## src/sv/sui_pkg.sv

```systemverilog
// ----------------------------------------------------------------------------
// sui_pkg: shared types and constants for the set union / intersection unit
// Sizes, function codes, controller states and the command and status bundles
// that pass between the controller and the datapath.
// ----------------------------------------------------------------------------
package sui_pkg;

   localparam int DEPTH   = 8;
   localparam int IDX_W   = (DEPTH > 1) ? $clog2(DEPTH) : 1;
   localparam int CNT_W   = $clog2(DEPTH + 1);
   localparam int FUNC_W  = 2;
   localparam int VALUE_W = 32;

   typedef logic signed [VALUE_W-1:0] value_type;
   typedef logic [IDX_W-1:0]          idx_type;
   typedef logic [CNT_W-1:0]          cnt_type;

   typedef enum logic [FUNC_W-1:0] {
      FUNC_LOAD_A  = 2'd0,
      FUNC_LOAD_B  = 2'd1,
      FUNC_COMPUTE = 2'd2
   } func_type;

   typedef enum logic {
      MODE_UNION = 1'b0,
      MODE_INTER = 1'b1
   } mode_type;

   typedef enum logic [2:0] {
      ST_IDLE,
      ST_EMIT_A,
      ST_SCAN_B,
      ST_INTER,
      ST_FLUSH
   } state_type;

   typedef struct packed {
      logic load_a;
      logic load_b;
      logic start;
      logic inc_ia;
      logic clr_ia;
      logic inc_ib;
      logic clr_ib;
      logic set_seen;
      logic clr_seen;
      logic capture;
      logic cap_from_b;
      logic flush;
   } ctl_cmd_type;

   typedef struct packed {
      logic     na_zero;
      logic     nb_zero;
      logic     ia_end;
      logic     ib_end;
      logic     match;
      logic     seen;
      logic     pend_valid;
      logic     slot_free;
      mode_type mode;
   } ctl_status_type;

endpackage

```

## src/sv/sui_if.sv

```systemverilog
// ----------------------------------------------------------------------------
// sui_if: request and response channels
// Valid / ready channels carrying one request and one result item.
// ----------------------------------------------------------------------------
interface sui_req_if import sui_pkg::*; ();
   logic                valid;
   logic                ready;
   logic [FUNC_W-1:0]   func;
   logic signed [VALUE_W-1:0] value;

   modport source (output valid, output func, output value, input ready);
   modport sink   (input valid, input func, input value, output ready);
endinterface

interface sui_rsp_if import sui_pkg::*; ();
   logic                      valid;
   logic                      ready;
   logic signed [VALUE_W-1:0] value_out;
   logic                      present;
   logic                      overflow;
   logic                      last;

   modport source (output valid, output value_out, output present, output overflow,
                   output last, input ready);
   modport sink   (input valid, input value_out, input present, input overflow,
                   input last, output ready);
endinterface

```

## src/sv/set_union_intersection.sv

```systemverilog
// ----------------------------------------------------------------------------
// set_union_intersection: set union / intersection unit
// Loads two small sets of signed 32-bit values and emits their union or
// intersection as selected by the mode register.
// ----------------------------------------------------------------------------
// Usage: send requests with func 0 to append value to set A and func 1 to
// append to set B; an append gives no result. Up to
// DEPTH (8) elements fit in each set; further appends are dropped and the
// overflow flag is raised on every result of the next compute. A request with
// func 2 computes the answer chosen by csr_wr_data (0 union, 1 intersection,
// written with csr_wr_en while the unit is idle) and returns one result per
// element, the final one marked last; an empty answer returns a single result
// with present low. Both sets are emptied afterwards; func 3 does nothing.
// Timing: a compute is walked by one comparator, one compare per cycle unless
// a stalled response channel holds it. No request is taken until the compute
// has handed its last result to the output register; that register decouples
// the response side, so new requests are accepted while the final result
// still waits.
// ----------------------------------------------------------------------------
module set_union_intersection import sui_pkg::*; (
   input  logic          clock,
   input  logic          reset,
   sui_req_if.sink       req,
   sui_rsp_if.source     rsp,
   input  logic          csr_wr_en,
   input  logic          csr_wr_data
);

   ctl_cmd_type    cmd;
   ctl_status_type status;
   logic           req_ready;

   // sequence the phases: load, emit A, scan B against A or cross compare
   sui_ctrl u_ctrl (
      .clock     (clock),
      .reset     (reset),
      .req_valid (req.valid),
      .req_func  (req.func),
      .req_ready (req_ready),
      .status    (status),
      .cmd       (cmd)
   );

   // hold the sets, counters and result register
   sui_dpath u_dpath (
      .clock         (clock),
      .reset         (reset),
      .req_value     (req.value),
      .csr_wr_en     (csr_wr_en),
      .csr_wr_data   (csr_wr_data),
      .cmd           (cmd),
      .status        (status),
      .rsp_ready     (rsp.ready),
      .rsp_valid     (rsp.valid),
      .rsp_value_out (rsp.value_out),
      .rsp_present   (rsp.present),
      .rsp_overflow  (rsp.overflow),
      .rsp_last      (rsp.last)
   );

   assign req.ready = req_ready;

endmodule

```

## src/sv/sui_ctrl.sv

```systemverilog
// ----------------------------------------------------------------------------
// sui_ctrl: sequencing controller
// Walks the load, emit and compare phases and issues datapath commands.
// ----------------------------------------------------------------------------
module sui_ctrl import sui_pkg::*; (
   input  logic              clock,
   input  logic              reset,
   input  logic              req_valid,
   input  logic [FUNC_W-1:0] req_func,
   output logic              req_ready,
   input  ctl_status_type    status,
   output ctl_cmd_type       cmd
);

   state_type state_ff, state_in;

   logic hit;
   logic inner_done;
   logic b_new;
   logic cap_want;
   logic stall;

   always_ff @(posedge clock) begin
      if (reset) begin
         state_ff <= ST_IDLE;
      end else begin
         state_ff <= state_in;
      end
   end

   // loop conditions shared by both blocks below
   always_comb begin
      hit        = status.match && !status.na_zero;
      inner_done = status.na_zero || status.ia_end;
      b_new      = inner_done && !(status.seen || hit);
      case (state_ff)
         ST_EMIT_A: cap_want = !status.na_zero;
         ST_SCAN_B: cap_want = !status.nb_zero && b_new;
         ST_INTER:  cap_want = !status.na_zero && !status.nb_zero && status.match;
         default:   cap_want = 1'b0;
      endcase
      // hold when a new element must push the pending one into a full slot
      stall = cap_want && status.pend_valid && !status.slot_free;
   end

   always_comb begin
      state_in = state_ff;
      case (state_ff)
         ST_IDLE: begin
            if (req_valid && (req_func == FUNC_COMPUTE)) begin
               state_in = (status.mode == MODE_INTER) ? ST_INTER : ST_EMIT_A;
            end
         end
         ST_EMIT_A: begin
            if (status.na_zero || (!stall && status.ia_end)) begin
               state_in = ST_SCAN_B;
            end
         end
         ST_SCAN_B: begin
            if (status.nb_zero || (!stall && inner_done && status.ib_end)) begin
               state_in = ST_FLUSH;
            end
         end
         ST_INTER: begin
            if (status.na_zero || status.nb_zero ||
                (!stall && status.ia_end && status.ib_end)) begin
               state_in = ST_FLUSH;
            end
         end
         ST_FLUSH: begin
            if (status.slot_free) begin
               state_in = ST_IDLE;
            end
         end
         default: state_in = ST_IDLE;
      endcase
   end

   always_comb begin
      cmd       = '0;
      req_ready = 1'b0;
      case (state_ff)
         ST_IDLE: begin
            req_ready = 1'b1;
            if (req_valid) begin
               case (req_func)
                  FUNC_LOAD_A:  cmd.load_a = 1'b1;
                  FUNC_LOAD_B:  cmd.load_b = 1'b1;
                  FUNC_COMPUTE: cmd.start  = 1'b1;
                  default:      cmd.start  = 1'b0;
               endcase
            end
         end
         ST_EMIT_A: begin
            if (!status.na_zero && !stall) begin
               cmd.capture = 1'b1;
               cmd.inc_ia  = 1'b1;
               cmd.clr_ia  = status.ia_end;
            end
         end
         ST_SCAN_B: begin
            if (!status.nb_zero && !stall) begin
               if (inner_done) begin
                  cmd.capture    = b_new;
                  cmd.cap_from_b = 1'b1;
                  cmd.clr_ia     = 1'b1;
                  cmd.clr_seen   = 1'b1;
                  cmd.inc_ib     = 1'b1;
               end else begin
                  cmd.inc_ia   = 1'b1;
                  cmd.set_seen = hit;
               end
            end
         end
         ST_INTER: begin
            if (!status.na_zero && !status.nb_zero && !stall) begin
               cmd.capture = status.match;
               if (status.ib_end) begin
                  cmd.clr_ib = 1'b1;
                  cmd.inc_ia = 1'b1;
               end else begin
                  cmd.inc_ib = 1'b1;
               end
            end
         end
         ST_FLUSH: begin
            cmd.flush = status.slot_free;
         end
         default: cmd = '0;
      endcase
   end

endmodule

```

## src/sv/sui_dpath.sv

```systemverilog
// ----------------------------------------------------------------------------
// sui_dpath: set storage, compare indices and result register
// Holds both sets, the fill counts, the mode register, one pending element
// and the output register.
// ----------------------------------------------------------------------------
module sui_dpath import sui_pkg::*; (
   input  logic           clock,
   input  logic           reset,
   input  value_type      req_value,
   input  logic           csr_wr_en,
   input  logic           csr_wr_data,
   input  ctl_cmd_type    cmd,
   output ctl_status_type status,
   input  logic           rsp_ready,
   output logic           rsp_valid,
   output value_type      rsp_value_out,
   output logic           rsp_present,
   output logic           rsp_overflow,
   output logic           rsp_last
);

   value_type set_a_ff [DEPTH];
   value_type set_b_ff [DEPTH];

   cnt_type   count_a_ff, count_a_in;
   cnt_type   count_b_ff, count_b_in;
   logic      dropped_ff, dropped_in;
   mode_type  mode_ff, mode_in;
   idx_type   ia_ff, ia_in;
   idx_type   ib_ff, ib_in;
   logic      seen_ff, seen_in;
   logic      pend_valid_ff, pend_valid_in;
   value_type pend_value_ff, pend_value_in;
   logic      rsp_valid_ff, rsp_valid_in;
   value_type rsp_value_ff, rsp_value_in;
   logic      rsp_present_ff, rsp_present_in;
   logic      rsp_overflow_ff, rsp_overflow_in;
   logic      rsp_last_ff, rsp_last_in;

   value_type elem_a;
   value_type elem_b;
   logic      room_a;
   logic      room_b;
   logic      slot_free;

   assign elem_a    = set_a_ff[ia_ff];
   assign elem_b    = set_b_ff[ib_ff];
   assign room_a    = count_a_ff < CNT_W'(DEPTH);
   assign room_b    = count_b_ff < CNT_W'(DEPTH);
   assign slot_free = !rsp_valid_ff || rsp_ready;

   always_comb begin
      status.na_zero    = count_a_ff == '0;
      status.nb_zero    = count_b_ff == '0;
      status.ia_end     = (CNT_W'(ia_ff) + CNT_W'(1)) == count_a_ff;
      status.ib_end     = (CNT_W'(ib_ff) + CNT_W'(1)) == count_b_ff;
      status.match      = elem_a == elem_b;
      status.seen       = seen_ff;
      status.pend_valid = pend_valid_ff;
      status.slot_free  = slot_free;
      status.mode       = mode_ff;
   end

   // append into storage; no reset, only entries below the count are read
   always_ff @(posedge clock) begin
      if (cmd.load_a && room_a) begin
         set_a_ff[count_a_ff[IDX_W-1:0]] <= req_value;
      end
      if (cmd.load_b && room_b) begin
         set_b_ff[count_b_ff[IDX_W-1:0]] <= req_value;
      end
   end

   always_comb begin
      count_a_in = count_a_ff;
      count_b_in = count_b_ff;
      dropped_in = dropped_ff;
      mode_in    = csr_wr_en ? mode_type'(csr_wr_data) : mode_ff;
      if (cmd.load_a) begin
         if (room_a) begin
            count_a_in = count_a_ff + CNT_W'(1);
         end else begin
            dropped_in = 1'b1;
         end
      end
      if (cmd.load_b) begin
         if (room_b) begin
            count_b_in = count_b_ff + CNT_W'(1);
         end else begin
            dropped_in = 1'b1;
         end
      end
      if (cmd.flush) begin
         count_a_in = '0;
         count_b_in = '0;
         dropped_in = 1'b0;
      end
   end

   always_comb begin
      ia_in   = ia_ff;
      ib_in   = ib_ff;
      seen_in = seen_ff;
      if (cmd.inc_ia) ia_in = ia_ff + IDX_W'(1);
      if (cmd.clr_ia || cmd.start) ia_in = '0;
      if (cmd.inc_ib) ib_in = ib_ff + IDX_W'(1);
      if (cmd.clr_ib || cmd.start) ib_in = '0;
      if (cmd.set_seen) seen_in = 1'b1;
      if (cmd.clr_seen || cmd.start) seen_in = 1'b0;
   end

   // one element is held back so the final one can carry last
   always_comb begin
      pend_valid_in   = pend_valid_ff;
      pend_value_in   = pend_value_ff;
      rsp_valid_in    = rsp_valid_ff && !rsp_ready;
      rsp_value_in    = rsp_value_ff;
      rsp_present_in  = rsp_present_ff;
      rsp_overflow_in = rsp_overflow_ff;
      rsp_last_in     = rsp_last_ff;
      if (cmd.capture) begin
         pend_valid_in = 1'b1;
         pend_value_in = cmd.cap_from_b ? elem_b : elem_a;
         if (pend_valid_ff) begin
            rsp_valid_in    = 1'b1;
            rsp_value_in    = pend_value_ff;
            rsp_present_in  = 1'b1;
            rsp_overflow_in = dropped_ff;
            rsp_last_in     = 1'b0;
         end
      end
      if (cmd.flush) begin
         pend_valid_in   = 1'b0;
         rsp_valid_in    = 1'b1;
         rsp_value_in    = pend_valid_ff ? pend_value_ff : '0;
         rsp_present_in  = pend_valid_ff;
         rsp_overflow_in = dropped_ff;
         rsp_last_in     = 1'b1;
      end
      if (cmd.start) begin
         pend_valid_in = 1'b0;
      end
   end

   always_ff @(posedge clock) begin
      if (reset) begin
         count_a_ff    <= '0;
         count_b_ff    <= '0;
         dropped_ff    <= 1'b0;
         mode_ff       <= MODE_UNION;
         ia_ff         <= '0;
         ib_ff         <= '0;
         seen_ff       <= 1'b0;
         pend_valid_ff <= 1'b0;
         rsp_valid_ff  <= 1'b0;
      end else begin
         count_a_ff    <= count_a_in;
         count_b_ff    <= count_b_in;
         dropped_ff    <= dropped_in;
         mode_ff       <= mode_in;
         ia_ff         <= ia_in;
         ib_ff         <= ib_in;
         seen_ff       <= seen_in;
         pend_valid_ff <= pend_valid_in;
         rsp_valid_ff  <= rsp_valid_in;
      end
   end

   always_ff @(posedge clock) begin
      pend_value_ff   <= pend_value_in;
      rsp_value_ff    <= rsp_value_in;
      rsp_present_ff  <= rsp_present_in;
      rsp_overflow_ff <= rsp_overflow_in;
      rsp_last_ff     <= rsp_last_in;
   end

   assign rsp_valid     = rsp_valid_ff;
   assign rsp_value_out = rsp_value_ff;
   assign rsp_present   = rsp_present_ff;
   assign rsp_overflow  = rsp_overflow_ff;
   assign rsp_last      = rsp_last_ff;

endmodule

```

## src/flat_wrapper.sv

```systemverilog
// flat-port wrapper written by rule: the top's interface ports become plain ports
module set_union_intersection_flat import sui_pkg::*;
  (clock, reset, csr_wr_en, csr_wr_data, req_valid, req_func, req_value, req_ready, rsp_valid, rsp_value_out, rsp_present, rsp_overflow, rsp_last, rsp_ready);
  sui_req_if req_i ();
  sui_rsp_if rsp_i ();
  input  logic clock;
  input  logic reset;
  input  logic csr_wr_en;
  input  logic csr_wr_data;
  input wire logic [$bits(req_i.valid)-1:0] req_valid;
  input wire logic [$bits(req_i.func)-1:0] req_func;
  input wire logic [$bits(req_i.value)-1:0] req_value;
  output wire logic [$bits(req_i.ready)-1:0] req_ready;
  output wire logic [$bits(rsp_i.valid)-1:0] rsp_valid;
  output wire logic [$bits(rsp_i.value_out)-1:0] rsp_value_out;
  output wire logic [$bits(rsp_i.present)-1:0] rsp_present;
  output wire logic [$bits(rsp_i.overflow)-1:0] rsp_overflow;
  output wire logic [$bits(rsp_i.last)-1:0] rsp_last;
  input wire logic [$bits(rsp_i.ready)-1:0] rsp_ready;
  assign req_i.valid = req_valid;
  assign req_i.func = req_func;
  assign req_i.value = req_value;
  assign req_ready = req_i.ready;
  assign rsp_valid = rsp_i.valid;
  assign rsp_value_out = rsp_i.value_out;
  assign rsp_present = rsp_i.present;
  assign rsp_overflow = rsp_i.overflow;
  assign rsp_last = rsp_i.last;
  assign rsp_i.ready = rsp_ready;
  set_union_intersection u_core (.clock(clock), .reset(reset), .req(req_i), .rsp(rsp_i), .csr_wr_en(csr_wr_en), .csr_wr_data(csr_wr_data));
endmodule
```

## config.mk

```make
export PLATFORM = sky130hd
export DESIGN_NAME = set_union_intersection_flat
export DESIGN_NICKNAME = d
export VERILOG_FILES = /design/src/sv/sui_pkg.sv /design/src/sv/sui_if.sv /design/src/sv/set_union_intersection.sv /design/src/sv/sui_ctrl.sv /design/src/sv/sui_dpath.sv /design/src/flat_wrapper.sv
export SDC_FILE = /design/constraint.sdc
export NUM_CORES = 1
export LEC_CHECK = 0
export BUFFER_PORTS_ARGS = -buffer_cell sky130_fd_sc_hd__buf_2
export CAP_MARGIN = 5
export CORE_MARGIN = 2
export CORE_UTILIZATION = 60
export CTS_CLUSTER_SIZE = 14
export DETAILED_ROUTE_END_ITERATION = 8
export HOLD_SLACK_MARGIN = 0.15
export PLACE_DENSITY = 0.73
export SYNTH_ARGS = -nofsm -noshare
export SYNTH_HDL_FRONTEND = slang
export SYNTH_SLANG_ARGS = --single-unit
```

## constraint.sdc

```tcl
create_clock -name clock -period 7.5 [get_ports clock]
set_input_delay 0.75 -clock clock [delete_from_list [all_inputs] [get_ports clock]]
set_output_delay 0.75 -clock clock [all_outputs]
set_load 0.01 [all_outputs]
```

# After elaboration in Yosys (flattened, before gate mapping)
# Memories as Yosys holds them, arrays and structs flattened. A register that Yosys moved wholly into a read port is not among the register bits.
# Cells that the tools add are included.
[classes]
n_addsub = 6
magnitude_cmp = 2
eq_ne = 14
muxes = 61
n_reduce_logical = 51
[op_table]
columns = ["operator", "count"]
rows = [
  ["$mux 32", 5],
  ["$mux 3", 13],
  ["$eq 32x32->1", 1],
  ["$mux 1", 31],
  ["$logic_and 1x1->1", 18],
  ["$pmux 3 s5", 1],
  ["$logic_or 1x1->1", 10],
  ["$mux 2", 5],
  ["$ne 2x2->1 const B", 5],
  ["$pmux 1 s3", 3],
  ["$add 3x1->4 const B", 2],
  ["$add 4x1->4 const B", 2],
  ["$eq 4x4->1", 2],
  ["$logic_not 4->1", 2],
  ["$lt 4x4->1 const B", 2],
  ["$reduce_and 2->1", 4],
  ["$reduce_or 2->1", 4],
  ["$logic_not 1->1", 7],
  ["$add 3x1->3 const B", 2],
  ["$eq 3x2->1 const B", 2],
  ["$reduce_and 5->1", 1],
  ["$mux 4", 1],
  ["$pmux 1 s2", 2],
  ["$reduce_bool 2->1", 2],
  ["7 further kinds", 7],
]
[word_totals]
register_bits = 89
ramBits = 512
out_inout_bits = 37
mem_count = 2
[mem_list]
columns = ["memory", "depth", "width", "rd", "rd_clocked_by_memory_dff", "wr", "line_no", "source"]
rows = [
  ["u_core.u_dpath.set_a_ff", 8, 32, 1, 1, 1, "sui_dpath.sv:22", "value_type set_a_ff [DEPTH];"],
  ["u_core.u_dpath.set_b_ff", 8, 32, 1, 1, 1, "sui_dpath.sv:23", "value_type set_b_ff [DEPTH];"],
]

# Longest topological paths before layout
[logic_depth]
ltp_word = 17
mapped_depth = 13
depth_no_buf = 11

# Cells and area by module
# Synthesis repeated with hierarchy kept, for this count alone.
[unflattened]
cells_unflattened = 1271
area_unflattened_um2 = 23909.2
[modules_own_cells]
columns = ["mod", "instances", "cells_per_inst", "area_per_inst_um2", "seq_area_each_um2"]
rows = [
  ["sui_dpath", 1, 1212, 23463.8, 17877.1],
  ["sui_ctrl", 1, 59, 445.4, 60.1],
]

# Least setup slack after synthesis
# Ideal clock, no wire load.
[synth_timing]
kind = "register to register"
start = "register u_core.u_ctrl.state_ff[0]"
end = "memory u_core.u_dpath.set_a_ff[0][0] (netlist bit), enable pin"
setup_time_ns = 0.502
arrival_ns = 4.522
path_slack_ns = 2.476
stages_incl_launch_ff = 6
path_cell_list = "dfxtp_1 clkbuf_1 nor3_1 nand3b_1 or3_1 nor4_1"
[synth_between]
elab_chain_len = 5
[synth_rtl]
columns = ["item", "line_no", "source"]
rows = [
  ["from (decl)", "sui_ctrl.sv:15", "state_type state_ff, state_in;"],
  ["from (signal assigned)", "sui_ctrl.sv:27", "state_ff <= state_in;"],
  ["$logic_not 3->1", "sui_ctrl.sv:82", "case (state_ff)"],
  ["$mux 3", "sui_ctrl.sv:82", ""],
  ["$logic_and 1x1->1", "sui_dpath.sv:66", "if (cmd.load_a && room_a) begin"],
  ["$mux 1", "sui_dpath.sv:66", ""],
  ["$mux 1 (not written as such)", "sui_dpath.sv:67", "set_a_ff[count_a_ff[IDX_W-1:0]] <= req_value;"],
  ["to (decl)", "sui_dpath.sv:22", ""],
]
# No other way between the ends.

==> impl_metrics.py <==
metrics = {
    "status": {
        "status": "completed",
    },
    "clocking": {
        "root_buffer": "clkbuf_16",
        "cts_resized": 0,
        "cts_tree": "done",
        "cts_setup_buffers": 0,
        "clk_pin_slew_worst_paths_ns": 0.06,
        "htree_levels": 2,
        "cts.sinks": 607,
        "insertion_delay_ns": 0.60,
        "clockBufferDepth": 3,
        "cts_hold_buf": 0,
        "cts_made_buffers": 57,
    },
    "worst_setup_path": {
        "r2r_setup_slack_ns": 2.05,
        "crit_family": "simple AND/OR/NAND/NOR gates",
        "setup.worst_path.end_class": "register",
        "crit_chain": "buf_4 > mux4_2 > mux2i_1 > xnor2_1 > nand4_1 > nor4_1 > a311o_1 > a21oi_4 > nor2_4 > buf_4 > mux2i_1",
        "worstPathArrival_ns": 5.89,
        "r2r_end": "u_core.u_dpath.pend_value_ff[8]$_DFFE_PN_",
        "crit_fanout": 41,
        "crit_path_start_kind": "register",
        "rr_worst_depth": 11,
        "worstPathRequired_ns": 7.95,
        "cpPeakStageDelay_ns": 0.96,
        "crit_buf_inv": 2,
        "critPathSlowestCell": "dfxtp_4",
        "criticalPathCategory": "reg2reg",
    },
    "yosys": {
        "synthTopCellsByArea": "edfxtp_1, mux4_2, mux2i_1, dfxtp_1, xnor2_1",
        "synth-xor-area-share_pct": 1.553,
        "synth_nets": 1170,
        "ys_seq_elements": 607,
        "post-synth-top-area-cell": "edfxtp_1",
        "syn_area_um2": 23690,
        "synthCells": 1124,
        "synth_most_common_cell": "edfxtp_1",
        "syn_avg_cell_area_um2": 21.07,
        "ys.flop_type": "edfxtp_1",
        "ys_async_sr_fraction_pct": 0,
        "synth_simple_gate_area_share_pct": 3.175,
        "synth-compound-area-share_pct": 1.215,
        "seq_area_frac_synth_pct": 75.73,
        "synthDistinctLibCells": 50,
        "synth_top_area_share_pct": 73.28,
        "yosysWarnings": 0,
        "synth_common_cells": "edfxtp_1, mux4_2, mux2i_1",
        "muxShareOfSynthArea_pct": 16.35,
        "synth-edff-count": 578,
        "synth_top_family_by_area": "multiplexers",
        "synth_fa_ha_area_share_pct": 0.3170,
    },
    "power": {
        "vdd_drop_max_uv": 220.1,
        "leakage_nw": 8.027,
        "p_per_area_nw_per_um2": 249.8,
    },
    "place": {
        "hpwlAfterDp_um": 26680,
        "dp_cells": 1694,
        "pre_cts_ws_ns": 2.025,
        "io_buffers": 76,
        "place_congestion": 0.7840,
    },
    "floorplan": {
        "dieArea_um2": 41080,
        "io_pins": 77,
        "fp.coreArea_um2": 38830,
        "die_h_um": 202.7,
        "die_w_um": 202.7,
        "initial_utilization_pct": 61.00,
        "rows": 72,
    },
    "drt": {
        "wl_per_cell_um": 26.52,
        "ant_nets": 0,
        "firstDrtPassIters": 5,
        "drc": 0,
        "first_iter_violations": 1010,
        "vias": 11170,
        "drt_wl_total_um": 47600,
        "vias_per_cell": 6.222,
    },
    "global_route": {
        "track_usage_pct": 23.95,
        "grt_pass1_wl_um": 71580,
        "grt_overflow": 0,
        "antenna_found_initial": 2,
        "grt_start_max_net_pins": 65,
        "grt_pass1_vias": 11550,
    },
    "sta": {
        "tns_ns": 0,
        "slew_violations": 0,
        "setup_viol": 0,
        "worst_pin_slew_ns": 1.249,
        "finClkSkew_ns": 0.01239,
        "hold_violations": 0,
        "max-slew-margin-rel_pct": 16.54,
        "postLayoutSetupSlackWorst_ns": 2.053,
        "final.period_utilization_pct": 72.63,
        "rsz0062_at_grt": "no",
        "fin_crit_ns": 5.447,
        "maxClockFrequency_mhz": 183.6,
    },
    "worst_hold_path": {
        "worstHoldStart": "csr_wr_data",
        "hold_class": "in2reg",
        "whs_endpoint": "u_core.u_dpath.mode_ff$_SDFFE_PP0P_",
        "hold_depth": 3,
    },
    "final_layout": {
        "final_cells": 1795,
        "area_growth_pct": 11.77,
        "drive_above_1_share_pct": 26.23,
        "insertedDiodeCount": 0,
        "final_nets": 1281,
    },
    "run": {
        "cap_violations": 0,
    },
}
[cell families after synthesis]
| logic type | after synthesis |
|---|---|
| multiplexers | 227 |
| flip-flops | 607 |
| AND/OR/NAND/NOR | 139 |
| AO/OA/AOI/OAI | 42 |
| XOR/XNOR | 42 |
| adder cells (fa/ha/maj) | 6 |
| buffers and inverters | 61 |
[flip-flops by register name (all words and copies together), names as in the netlist, named ones only]
signal,cells
u_core.u_dpath.rsp_valid,1
u_core.u_dpath.set_a_ff,256
u_core.u_dpath.pend_value_ff,32
u_core.u_dpath.count_a_ff,4
u_core.u_dpath.rsp_last,1
u_core.u_ctrl.state_ff,3
u_core.u_dpath.rsp_value_out,32
u_core.u_dpath.mode_ff,1
u_core.u_dpath.ib_ff,3
u_core.u_dpath.dropped_ff,1
u_core.u_dpath.seen_ff,1
u_core.u_dpath.rsp_overflow,1
u_core.u_dpath.set_b_ff,256
u_core.u_dpath.count_b_ff,4
u_core.u_dpath.ia_ff,3
u_core.u_dpath.rsp_present,1
u_core.u_dpath.pend_valid_ff,1
[how the worst max path moves through the flow]
stage	startpoint	endpoint	depth (start not counted)
after floorplan	u_core.u_ctrl.state_ff[0]$_SDFFE_PP0P_	u_core.u_dpath.set_a_ff[0][0]$_DFFE_PP_	5
after global placement	register	u_core.u_dpath.pend_value_ff[7]$_DFFE_PN_	11
after detailed placement	register	u_core.u_dpath.pend_value_ff[20]$_DFFE_PN_	11
after CTS	register	u_core.u_dpath.pend_value_ff[17]$_DFFE_PN_	11
after global routing	register	u_core.u_dpath.pend_value_ff[17]$_DFFE_PN_	11
final	register	u_core.u_dpath.pend_value_ff[8]$_DFFE_PN_	11
[report_power, final]
part	switching [mW]	total [mW]	internal (mW)
combinational	0.0952	0.147	0.0517
clock	1.17	2.73	1.56
sequential	0.0102	3.74	3.73
[layer usage]
metal | global-route usage, % | vias up | wire length, um
met5 | 0 | - | 24
met3 | 4.591 | 79 | 3498
met4 | 6.648 | 4 | 1154
met1 | 34.73 | 5852 | 20080
li1 | - | 4805 | -
met2 | 38.10 | 428 | 22840
[worst reg2reg max path, delay by kind of cell (launching register included)]
kind,cells,cell delay (ns)
AND/OR/NAND/NOR,3,1.77
multiplexers,3,1.10
flip-flops,1,0.96
buffers and inverters,2,0.78
AO/OA/AOI/OAI,2,0.51
XOR/XNOR,1,0.18
[placed cells by master, fill, tap and decap left out, types with 5 or more instances in the layout]
| cell type | instances |
|---|---|
| ha_1 | 6 |
| nand4_1 | 8 |
| buf_4 | 28 |
| nand2b_1 | 8 |
| nor2_1 | 17 |
| dfxtp_1 | 23 |
| mux4_2 | 128 |
| clkbuf_1 | 15 |
| edfxtp_1 | 578 |
| clkbuf_16 | 59 |
| xnor2_1 | 37 |
| nor2_4 | 12 |
| nor2b_1 | 33 |
| a2111oi_1 | 6 |
| clkinv_2 | 7 |
| o21ai_0 | 9 |
| nor3_1 | 8 |
| inv_1 | 9 |
| nand2_1 | 22 |
| clkinv_1 | 15 |
| buf_2 | 76 |
| xor2_1 | 5 |
| nor3_2 | 6 |
| mux2i_1 | 99 |
| a21oi_1 | 11 |
[final cells by class]
cell class              count  area [um^2]
repair buffers            104        590.6
clock inverters            27        220.2
inverters                   9        33.78
fillers                  2445        12350
multi-input cells         456         5494
well taps                 518        648.1
clock buffers              74         1533
flip-flops and latches    607        17950
[through the flow]
step / hold WS, ns / cell area (um^2) / utilization (%) / power (mW)
CTS: 0.3726 / 26470 / 68.18 / 6.658
floorplan: 0.4090 / 23690 / - / 3.884
global route: 0.4012 / 26470 / 68.18 / 6.806
finish: 0.3914 / 26470 / 68.18 / 6.613
global placement: 0.4149 / 24720 / 63.67 / 3.950
detailed placement: 0.4272 / 24720 / 63.67 / 3.956
Power figures use the tool's default switching activity.
